`src/hw/rtl/hti_pkg.sv`:
```
// ----------------------------------------------------------------------------
// hti_pkg: shared types and constants of the hash table unit
// Opcodes, status codes, sequencer states and the store control bundle.
// ----------------------------------------------------------------------------
package hti_pkg;

    // multiplicative hash constant (golden ratio of 2^32)
    localparam logic [31:0] HASH_MULT = 32'd2654435769;

    typedef enum logic {
        OP_LOOKUP = 1'b0,
        OP_INSERT = 1'b1
    } op_t;

    typedef enum logic [1:0] {
        STATUS_OK   = 2'd0,
        STATUS_MISS = 2'd1,
        STATUS_FULL = 2'd2
    } status_t;

    typedef enum logic [2:0] {
        ST_CLEAR,
        ST_IDLE,
        ST_HOME,
        ST_READ,
        ST_CHECK
    } state_t;

    // write controls from the sequencer to the slot store
    typedef struct packed {
        logic clear;    // write key zero at the address
        logic wr_key;   // write the item key at the address
        logic wr_refs;  // write handler and context references
    } store_ctl_t;

endpackage

```
`src/hw/rtl/hti_hash.sv`:
```
// ----------------------------------------------------------------------------
// hti_hash: home slot of a key
// Registers the low 32 bits of key times the hash constant and takes the top
// floor(log2(SLOTS)) bits as the home slot.
// ----------------------------------------------------------------------------
module hti_hash
    import hti_pkg::*;
#(
    parameter int SLOTS = 64
) (
    input  logic                       clk,
    input  logic                       en,
    input  logic [15:0]                key,
    output logic [$clog2(SLOTS)-1:0]   home
);

    localparam int AW    = $clog2(SLOTS);
    localparam int IDX_W = $clog2(SLOTS + 1) - 1;

    logic [31:0] prod_reg;
    logic [31:0] prod_next;

    // keep the low word of the product
    assign prod_next = {16'd0, key} * HASH_MULT;

    always_ff @(posedge clk)
    begin
        if (en)
        begin
            prod_reg <= prod_next;
        end
    end

    // top bits of the product, always below SLOTS
    assign home = AW'(prod_reg[31 -: IDX_W]);

endmodule

```
`config.mk`:
```
export PLATFORM = sky130hd
export DESIGN_NAME = hti_hash
export DESIGN_NICKNAME = d
export VERILOG_FILES = /design/src/hw/rtl/hti_pkg.sv /design/src/hw/rtl/hti_hash.sv
export SDC_FILE = /design/constraint.sdc
export NUM_CORES = 1
export LEC_CHECK = 0
export BUFFER_PORTS_ARGS = -buffer_cell sky130_fd_sc_hd__buf_2
export CAP_MARGIN = 10
export CORE_MARGIN = 4
export CORE_UTILIZATION = 60
export DETAILED_ROUTE_END_ITERATION = 10
export PLACE_DENSITY = 0.77
export SETUP_SLACK_MARGIN = 0.5
export SKIP_LAST_GASP = 1
export SYNTH_ARGS = -nofsm -noshare
export SYNTH_HDL_FRONTEND = slang
export SYNTH_SLANG_ARGS = --single-unit
```
`constraint.sdc`:
```
create_clock -name clk -period 8.1 [get_ports clk]
set_clock_uncertainty 0.2 [all_clocks]
set_input_delay 0.405 -clock clk [delete_from_list [all_inputs] [get_ports clk]]
set_output_delay 0.405 -clock clk [all_outputs]
set_load 0.02 [all_outputs]
```
==> flow_metrics.tcl <==
set metrics [dict create \
    synth_cells 583 \
    ys_top_cells_by_area "fa_1, ha_1, inv_1" \
    antenna_cells 0 \
    synth_area_per_cell_sq_um 10.2 \
    setup_tns_ns 0 \
    start_util_pct 61.4 \
    cap_violations 0 \
    synth_cell_types 39 \
    cts-hold-fix-buffers 0 \
    hpwlAfterDp_microns 12700 \
    die-area_sq_mm 0.0116 \
    via_per_inst 5.26 \
    finalCritPeriodShare_pct 74.6 \
    port_buffers 23 \
    die_w_microns 108 \
    min_path_type "input pin to flip-flop" \
    cp_slowest_stage_delay_ns 0.64 \
    post_cts_buffers 0 \
    grt_pass1_vias 4360 \
    worst_path_max_delay_cell "fa_1" \
    maxSlewViolCount 0 \
    cts_tree "built" \
    drt_iter0_drc 187 \
    critPathCaptureType "flip-flop" \
    synth-seq-area-share_pct 3.02 \
    die_h_microns 108 \
    hold_slack_ns 0.289 \
    yosysMostFrequentCell "inv_1" \
    path_buf_inv 5 \
    worstPathArrival_ns 5.79 \
    status "completed" \
    grt_max_degree 18 \
    max_slew_margin_pct 58.9 \
    wirelength_microns 13500 \
    path_cells "buf_2 > fa_1 > inv_1 > fa_1 > inv_1 > fa_1 > fa_1 > fa_1 > inv_1 > fa_1 > inv_1 > ha_1 > nand4_1 > nor4_2 > o211ai_2 > o21ai_1 > mux2i_1 > or4_1" \
    post_cts_resize_count 0 \
    yosysTopAreaCell "fa_1" \
    synth_edf_count 6 \
    setup_viol 0 \
    ys_top_cells_by_count "inv_1, fa_1, ha_1" \
    crit_top_cell "fa_1" \
    grt_usage_pct 25.2 \
    cp-start-kind "input pin" \
    rows 36 \
    ys.flop_type "edfxtp_1" \
    path_class "input pin to flip-flop" \
    ys_seq_elements 6 \
    cts-root-buf "clkbuf_8" \
    final.fill_count 815 \
    layout.nets 882 \
    overflow 0 \
    fin_crit_ns 6.04 \
    clk_pin_slew_ns 0.04 \
    rsz0062_at_grt "no" \
    yosys_warnings 0 \
    hold_viol 0 \
    cp_top_family "adder cells" \
    largest_reg_flops 6 \
    antenna_left 0 \
    drive_gt1_share_pct 5.75 \
    async_flop_share_pct 0 \
    grt_pass1_wl_microns 22100 \
    firstDrtPassIters 4 \
    drt_drc_violations_left 0 \
    post_drt_wl_per_cell_microns 18.2 \
    synth_top_cell_area_share_pct 49.3 \
    gp_congestion 1.01 \
    vias 3905 \
    syn_area_sq_mm 0.00597 \
    synth_nets 854 \
    fmax_mhz 165 \
    clock_path_buffers 2 \
    design.core.area_sq_mm 0.00973 \
    io_pins 24 \
    required_ns 7.85 \
    critPathMaxFanout 5 \
    worstMarginPinSlew_ns 0.616 \
    htreeDepth 1 \
    cts.sinks 6 \
    cts_buffers 3 \
    antenna_found_initial 0 \
    area_growth_pct 5.40 \
]
worst paths after layout:
kind	start	to	slack (ns)	cells after the start
worst min-delay path	en	prod_reg[26]	0.29	1
worst max-delay path	key[1]	prod_reg[30]	2.06	18
stage by stage:
stage / setup WS (ns) / area, sq um / utilization (%) / cells
2_1_floorplan: 2.40 / 5970 / - / 583
3_3_place_gp: 1.99 / 6250 / 64.3 / 739
3_5_place_dp: 1.85 / 6250 / 64.3 / 739
4_1_cts: 2.07 / 6300 / 64.7 / 742
5_1_grt: 1.83 / 6300 / 64.7 / 742
6_report: 2.06 / 6300 / 64.7 / 742
routing by layer:
| metal | part of all wire (%) | routed length (microns) | up-vias | global-route usage (%) |
|---|---|---|---|---|
| li1 | - | - | 1781 | - |
| met1 | 42 | 5670 | 1984 | 35.3 |
| met2 | 50 | 6740 | 122 | 42.1 |
| met3 | 6.5 | 882 | 18 | 4.26 |
| met4 | 1.9 | 253 | 0 | 4.78 |
| met5 | 0 | 0 | - | 0 |
cells in the final DEF (no fill, tap or decap), drive strengths merged, types with 2 or more instances in the layout:
master  synthesis  routed
nor4            2       2
fa            147     147
ha            106     106
nand2           6       6
nor2            8       8
clkbuf          0       3
edfxtp          6       6
xor2            3       3
a21oi           8       8
nor3            3       3
nand4           4       4
nand3           6       6
o21ai           8       8
buf             0      23
nand2b          2       2
o211ai          6       6
a21o            5       5
nor2b           3       3
inv           224     224
or2             2       2
a211oi          3       3
o21a            2       2
xnor2          16      16
cell type report:
type | instances | area, sq um | share of cell area (%)
clock buffer | 3 | 41.3 | 0.656
timing repair buffer | 23 | 115 | 1.83
sequential | 6 | 180 | 2.86
inverter | 224 | 841 | 13.4
multi-input combinational | 353 | 4950 | 78.7
tap | 133 | 166 | 2.64
cells by family after synthesis:
kind of cell	after synthesis	synth area share (%)
adder cells (fa/ha/maj)	253	71.5
flip-flops	6	3.02
multiplexers	1	0.168
AND/OR/NAND/NOR	39	3.58
XOR/XNOR	19	2.79
buffers and inverters	224	14.1
AO/OA/AOI/OAI	41	4.90
Power is not shown: default switching activity piles up to over one toggle a cycle in this logic, so the estimate is an artifact.
