--- config.mk ---
export PLATFORM = sky130hd
export DESIGN_NAME = hti_ctrl
export DESIGN_NICKNAME = d
export VERILOG_FILES = /design/src/hw/rtl/hti_pkg.sv /design/src/hw/rtl/hti_ctrl.sv
export SDC_FILE = /design/constraint.sdc
export NUM_CORES = 1
export LEC_CHECK = 0
export BUFFER_PORTS_ARGS = -buffer_cell sky130_fd_sc_hd__buf_2
export CAP_MARGIN = 20
export CORE_MARGIN = 8
export CORE_UTILIZATION = 48
export DETAILED_ROUTE_END_ITERATION = 6
export GPL_ROUTABILITY_DRIVEN = 0
export GPL_TIMING_DRIVEN = 0
export PLACE_DENSITY = 0.93
export SYNTH_ARGS = -nofsm -noshare
export SYNTH_HDL_FRONTEND = slang
export SYNTH_SLANG_ARGS = --single-unit
--- constraint.sdc ---
create_clock -name clk -period 5.6 [get_ports clk]
set_clock_uncertainty 0.15 [all_clocks]
set_input_delay 1.4 -clock clk [delete_from_list [all_inputs] [get_ports clk]]
set_output_delay 1.4 -clock clk [all_outputs]
set_load 0.05 [all_outputs]
--- src/hw/rtl/hti_pkg.sv ---
// ----------------------------------------------------------------------------
// hti_pkg: shared types and constants of the hash table unit
// Opcodes, status codes, sequencer states and the store control bundle.
// ----------------------------------------------------------------------------
package hti_pkg;

    // multiplicative hash constant (golden ratio of 2^32)
    localparam logic [31:0] HASH_MULT = 32'd2654435769;

    typedef enum logic {
        OP_LOOKUP = 1'b0,
        OP_INSERT = 1'b1
    } op_t;

    typedef enum logic [1:0] {
        STATUS_OK   = 2'd0,
        STATUS_MISS = 2'd1,
        STATUS_FULL = 2'd2
    } status_t;

    typedef enum logic [2:0] {
        ST_CLEAR,
        ST_IDLE,
        ST_HOME,
        ST_READ,
        ST_CHECK
    } state_t;

    // write controls from the sequencer to the slot store
    typedef struct packed {
        logic clear;    // write key zero at the address
        logic wr_key;   // write the item key at the address
        logic wr_refs;  // write handler and context references
    } store_ctl_t;

endpackage

--- src/hw/rtl/hti_ctrl.sv ---
// ----------------------------------------------------------------------------
// hti_ctrl: probe sequencer
// Clears the key store after reset, then walks slots from the home slot one
// probe at a time with a single key compare, and issues the result item.
// ----------------------------------------------------------------------------
module hti_ctrl
    import hti_pkg::*;
#(
    parameter int SLOTS = 64
) (
    input  logic                       clk,
    input  logic                       rst_n,
    input  logic                       start,
    input  logic                       opcode,
    input  logic [15:0]                key,
    input  logic [31:0]                handler_ref,
    input  logic [31:0]                context_ref,
    input  logic [$clog2(SLOTS)-1:0]   home,
    input  logic [15:0]                rd_key,
    input  logic [31:0]                rd_href,
    input  logic [31:0]                rd_cref,
    output logic                       busy,
    output logic                       hash_en,
    output logic [$clog2(SLOTS)-1:0]   addr,
    output store_ctl_t                 ctl,
    output logic [15:0]                key_held,
    output logic [31:0]                href_held,
    output logic [31:0]                cref_held,
    output logic                       done,
    output logic [1:0]                 status,
    output logic [31:0]                handler_out,
    output logic [31:0]                context_out
);

    localparam int AW = $clog2(SLOTS);
    localparam logic [AW-1:0] LAST_SLOT = AW'(SLOTS - 1);

    state_t         state_reg, state_next;
    logic [AW-1:0]  addr_reg, addr_next;
    logic [AW-1:0]  cnt_reg, cnt_next;
    op_t            op_reg, op_next;
    logic [15:0]    key_reg, key_next;
    logic [31:0]    href_reg, href_next;
    logic [31:0]    cref_reg, cref_next;
    logic           done_reg, done_next;
    status_t        status_reg, status_next;
    logic [31:0]    hout_reg, hout_next;
    logic [31:0]    cout_reg, cout_next;

    logic accept;
    logic hit;
    logic empty;
    logic last_probe;

    assign accept     = start && (state_reg == ST_IDLE);
    assign hit        = (rd_key == key_reg);
    assign empty      = (rd_key == 16'd0);
    assign last_probe = (cnt_reg == LAST_SLOT);

    // next state
    always_comb
    begin
        state_next = state_reg;
        unique case (state_reg)
            ST_CLEAR:
            begin
                if (addr_reg == LAST_SLOT)
                begin
                    state_next = ST_IDLE;
                end
            end
            ST_IDLE:
            begin
                if (start && key != 16'd0)
                begin
                    state_next = ST_HOME;
                end
            end
            ST_HOME:
            begin
                state_next = ST_READ;
            end
            ST_READ:
            begin
                state_next = ST_CHECK;
            end
            ST_CHECK:
            begin
                if (op_reg == OP_INSERT)
                begin
                    state_next = (hit || empty || last_probe) ? ST_IDLE : ST_READ;
                end
                else
                begin
                    state_next = (hit || empty || last_probe) ? ST_IDLE : ST_READ;
                end
            end
            default:
            begin
                state_next = ST_IDLE;
            end
        endcase
    end

    // datapath and store controls
    always_comb
    begin
        addr_next   = addr_reg;
        cnt_next    = cnt_reg;
        op_next     = op_reg;
        key_next    = key_reg;
        href_next   = href_reg;
        cref_next   = cref_reg;
        done_next   = 1'b0;
        status_next = status_reg;
        hout_next   = hout_reg;
        cout_next   = cout_reg;
        ctl         = '0;
        hash_en     = 1'b0;
        unique case (state_reg)
            ST_CLEAR:
            begin
                ctl.clear = 1'b1;
                addr_next = (addr_reg == LAST_SLOT) ? '0 : addr_reg + AW'(1);
            end
            ST_IDLE:
            begin
                if (accept)
                begin
                    hash_en   = 1'b1;
                    op_next   = op_t'(opcode);
                    key_next  = key;
                    href_next = handler_ref;
                    cref_next = context_ref;
                    if (key == 16'd0)
                    begin
                        // empty marker: answer at once, touch nothing
                        done_next   = 1'b1;
                        status_next = (op_t'(opcode) == OP_INSERT) ? STATUS_OK : STATUS_MISS;
                        hout_next   = 32'd0;
                        cout_next   = 32'd0;
                    end
                end
            end
            ST_HOME:
            begin
                addr_next = home;
                cnt_next  = '0;
            end
            ST_READ:
            begin
            end
            ST_CHECK:
            begin
                hout_next = 32'd0;
                cout_next = 32'd0;
                if (op_reg == OP_INSERT)
                begin
                    if (hit || empty)
                    begin
                        ctl.wr_key  = 1'b1;
                        ctl.wr_refs = 1'b1;
                        done_next   = 1'b1;
                        status_next = STATUS_OK;
                    end
                    else if (last_probe)
                    begin
                        done_next   = 1'b1;
                        status_next = STATUS_FULL;
                    end
                end
                else
                begin
                    if (empty)
                    begin
                        done_next   = 1'b1;
                        status_next = STATUS_MISS;
                    end
                    else if (hit)
                    begin
                        done_next   = 1'b1;
                        status_next = STATUS_OK;
                        hout_next   = rd_href;
                        cout_next   = rd_cref;
                    end
                    else if (last_probe)
                    begin
                        done_next   = 1'b1;
                        status_next = STATUS_MISS;
                    end
                end
                // advance to the next slot, wrapping at the end
                if (!done_next)
                begin
                    addr_next = (addr_reg == LAST_SLOT) ? '0 : addr_reg + AW'(1);
                    cnt_next  = cnt_reg + AW'(1);
                end
            end
            default:
            begin
            end
        endcase
    end

    // control registers
    always_ff @(posedge clk or negedge rst_n)
    begin
        if (!rst_n)
        begin
            state_reg <= ST_CLEAR;
            addr_reg  <= '0;
            done_reg  <= 1'b0;
        end
        else
        begin
            state_reg <= state_next;
            addr_reg  <= addr_next;
            done_reg  <= done_next;
        end
    end

    // payload registers
    always_ff @(posedge clk)
    begin
        cnt_reg    <= cnt_next;
        op_reg     <= op_next;
        key_reg    <= key_next;
        href_reg   <= href_next;
        cref_reg   <= cref_next;
        status_reg <= status_next;
        hout_reg   <= hout_next;
        cout_reg   <= cout_next;
    end

    assign busy        = (state_reg != ST_IDLE);
    assign addr        = addr_reg;
    assign key_held    = key_reg;
    assign href_held   = href_reg;
    assign cref_held   = cref_reg;
    assign done        = done_reg;
    assign status      = status_reg;
    assign handler_out = hout_reg;
    assign context_out = cout_reg;

    // a result item follows only a final probe or a key-zero item
    a_done_source: assert property (@(posedge clk) disable iff (!rst_n)
        done_reg |-> $past(state_reg == ST_CHECK ||
                           (state_reg == ST_IDLE && start && key == 16'd0)))
        else $error("result item without a finished probe");

    // references are only written by an insert
    a_wr_insert: assert property (@(posedge clk) disable iff (!rst_n)
        ctl.wr_refs |-> (state_reg == ST_CHECK && op_reg == OP_INSERT))
        else $error("reference write outside an insert");

    // a lookup that reaches an empty slot reports a miss
    a_empty_miss: assert property (@(posedge clk) disable iff (!rst_n)
        (state_reg == ST_CHECK && op_reg == OP_LOOKUP && rd_key == 16'd0)
        |=> (done_reg && status_reg == STATUS_MISS))
        else $error("lookup past an empty slot");

    // no new item is taken while the key store is cleared
    a_clear_busy: assert property (@(posedge clk) disable iff (!rst_n)
        (state_reg == ST_CLEAR) |-> (busy && ctl.clear && !ctl.wr_refs))
        else $error("clearing pass not exclusive");

endmodule

==> run metrics <==
Hold Path Sink cnt_reg[0]$_SDFFCE_PP0P_; final setup TNS 0 ps; Worst Setup Slack, final 786 ps; post-layout util 68.5%; vias in the first global route 4694; Primary FF master, synth edfxtp_1; Root Buffer clkbuf_16; syn avg cell area 16.9 sq um; Worst Hold Launch cnt_reg[0]$_SDFFCE_PP0P_; residual DRC count 0; Data arrival, critical path 3260 ps; Pwr per Cell Area 486 nW/um^2; Max Fclk 208 MHz; HPWL after DPL 14800 um; Post-Synthesis Cells 361; Synth Cell Area 6120 sq um; Die X 129 um; sequential fraction of the synthesis area 79.2%; Resized cells post-CTS 0; H-tree depth 4; R2R depth 6; Max stage delay cell, worst path nor4_1; Final period util 86.0%; Post-CTS Repair Setup Buffers 0; outcome finished, final reports clean; worst-path cell chain buf_2 -> xor2_1 -> nor4_1 -> nand4_1 -> buf_2 -> and2_1 -> nor2_1 -> buf_4 -> buf_2; first-pass GRT wire length 26100 um; Core Area 12500 sq um; hold buffers post-CTS 0; global route total overflow 0; vias 4394; vias per inst 4.90; total power 4.17 mW; Hold Vio Cnt, Final 0; Leak 3.64 nW; IO Port Bufs 327; GRT Util Overall 21.6%; WHS Path Cells 1; worst slew pin tran 677 ps; Post-synth EDFFs 153; reg2reg start state_reg[2]$_DFFE_PN0P_; WP data required 4050 ps; FF+latch count, synth 163; DP Worst Slack 787 ps; post-synthesis async set-or-reset flop share 6.13%; CP startpoint kind input port; most frequent CP cell buf_2; Top-Level Pins 328; DR iter-0 viols 331; min cycle time layout 4810 ps; Yosys cell types 48; drt pass-1 iters 4; clk_lat worst skew 420 ps; Clock Path Buffers 2; RSZ-0062 raised after global routing no; flop-to-flop setup slack 3040 ps; Die H 129 um; Slowest Stage Delay on Critical Path 340 ps; fraction of layout cells with a size suffix above 1 52.1%; crit path max fanout 10; CP endpoint kind primary output; Worst-path clk slew 60 ps; DRT antenna net count 0; die footprint 16600 sq um; TritonCTS Buffers 17; Hold Crit Class reg2reg; worst r2r dst handler_out[28]$_SDFFCE_PP0P_; Area growth syn-to-layout 40.2%; # rows 41; Worst VDD drop 349 uV; number of synthesis warnings 0; crit path kind in2out; Final setup viols 0; CTS tree built; Rel. slew slack 54.9%; final-stage net count 881; Routed WL 18300 um; initial antenna violation count 4; WL/cell 20.4 um; number of max-cap violations 0; Clock Sinks 163; Slew Limit Fails 0; largest net degree at the start of global routing 50; Syn Nets 533; starting density of the core 48.9%
==> critical path, delay by kind of cell <==
kind | cells | cell delay [ps]
xor gates and xnor gates | 1 | 170
buffers and inverters | 4 | 740
and+or+nand+nor | 4 | 950
==> power breakdown <==
part,total (mW),internal (mW),switching (mW)
Clock,1.09,0.614,0.475
Sequential,1.71,1.61,0.104
Combinational,1.37,0.317,1.05
Total,4.17,2.54,1.63
==> cell type report <==
type / count / area (sq um)
well taps: 172 / 215
clock inverters: 15 / 133
diodes: 2 / 5.00
fillers: 868 / 3940
flip-flops and latches: 163 / 4840
multi-input cells: 184 / 1200
clock buffers: 17 / 425
repair buffers: 329 / 1680
inverters: 2 / 10.0
plain buffers: 12 / 66.3
==> per-layer routing <==
metal | vias up | global-route usage (%) | part of all wire [%]
met5 | - | 0 | 0.16
met3 | 36 | 9.89 | 11
met2 | 236 | 39.0 | 52
li1 | 2050 | - | -
met4 | 4 | 9.95 | 2.5
met1 | 2068 | 20.5 | 33
==> cells in the mapped netlist, drive strengths merged, types with 2 or more instances <==
cell / number / area [sq um]
inv: 2 / 7.51
a21oi: 6 / 30.0
a21boi: 2 / 15.0
nor2: 12 / 47.6
nand4: 5 / 31.3
mux2i: 2 / 20.0
clkbuf: 8 / 37.5
nor4: 12 / 75.1
a21o: 2 / 15.0
nand2: 14 / 52.6
dfrtp: 10 / 250
edfxtp: 153 / 4590
and3: 4 / 25.0
xnor2: 2 / 17.5
o21ai: 5 / 25.0
ha: 2 / 25.0
nor3b: 4 / 41.3
and2: 66 / 413
xor2: 17 / 149
buf: 4 / 28.8
or2: 2 / 12.5
nand3: 6 / 30.0
==> cell usage in the layout, fill, tap and decap left out, drive strengths merged, types with 6 or more instances in the layout <==
cell / synthesis / final
a21oi: 6 / 6
and2: 66 / 66
buf: 4 / 333
clkbuf: 8 / 25
clkinv: 0 / 7
dfrtp: 10 / 10
edfxtp: 153 / 153
inv: 2 / 6
nand2: 14 / 14
nand3: 6 / 6
nor2: 12 / 12
nor4: 12 / 12
xor2: 17 / 17
==> stage by stage <==
stage	hold slack [ps]	cells	cell area [sq um]
2_1_floorplan	411	361	6120
3_3_place_gp	429	860	7970
3_5_place_dp	433	862	8010
4_1_cts	442	894	8570
5_1_grt	476	896	8570
6_report	448	896	8570
==> cell families (layout without fill, tap and decap cells) <==
| kind of cell | after synthesis | in the layout | share of synthesized area [%] |
|---|---|---|---|
| buffers and inverters | 14 | 375 | 1.21 |
| AO/OA/AOI/OAI | 29 | 29 | 3.29 |
| other | 0 | 2 | 0 |
| XOR/XNOR | 19 | 19 | 2.72 |
| AND/OR/NAND/NOR | 131 | 131 | 12.6 |
| flip-flops | 163 | 163 | 79.2 |
| multiplexers | 3 | 3 | 0.573 |
| adder cells (fa/ha/maj) | 2 | 2 | 0.409 |
==> worst max path at each step <==
| stage | from | end | slack, ps | cells past startpoint |
|---|---|---|---|---|
| 2_1_floorplan | rd_key[15] | ctl[1] | 650 | 7 |
| 3_3_place_gp | start | hash_en | -250 | 4 |
| 3_5_place_dp | rd_key[7] | ctl[1] | 790 | 9 |
| 4_1_cts | rd_key[7] | ctl[1] | 780 | 9 |
| 5_1_grt | rd_key[12] | ctl[1] | 680 | 9 |
| 6_report | rd_key[7] | ctl[1] | 790 | 9 |
(Power assumes the default switching activity.)
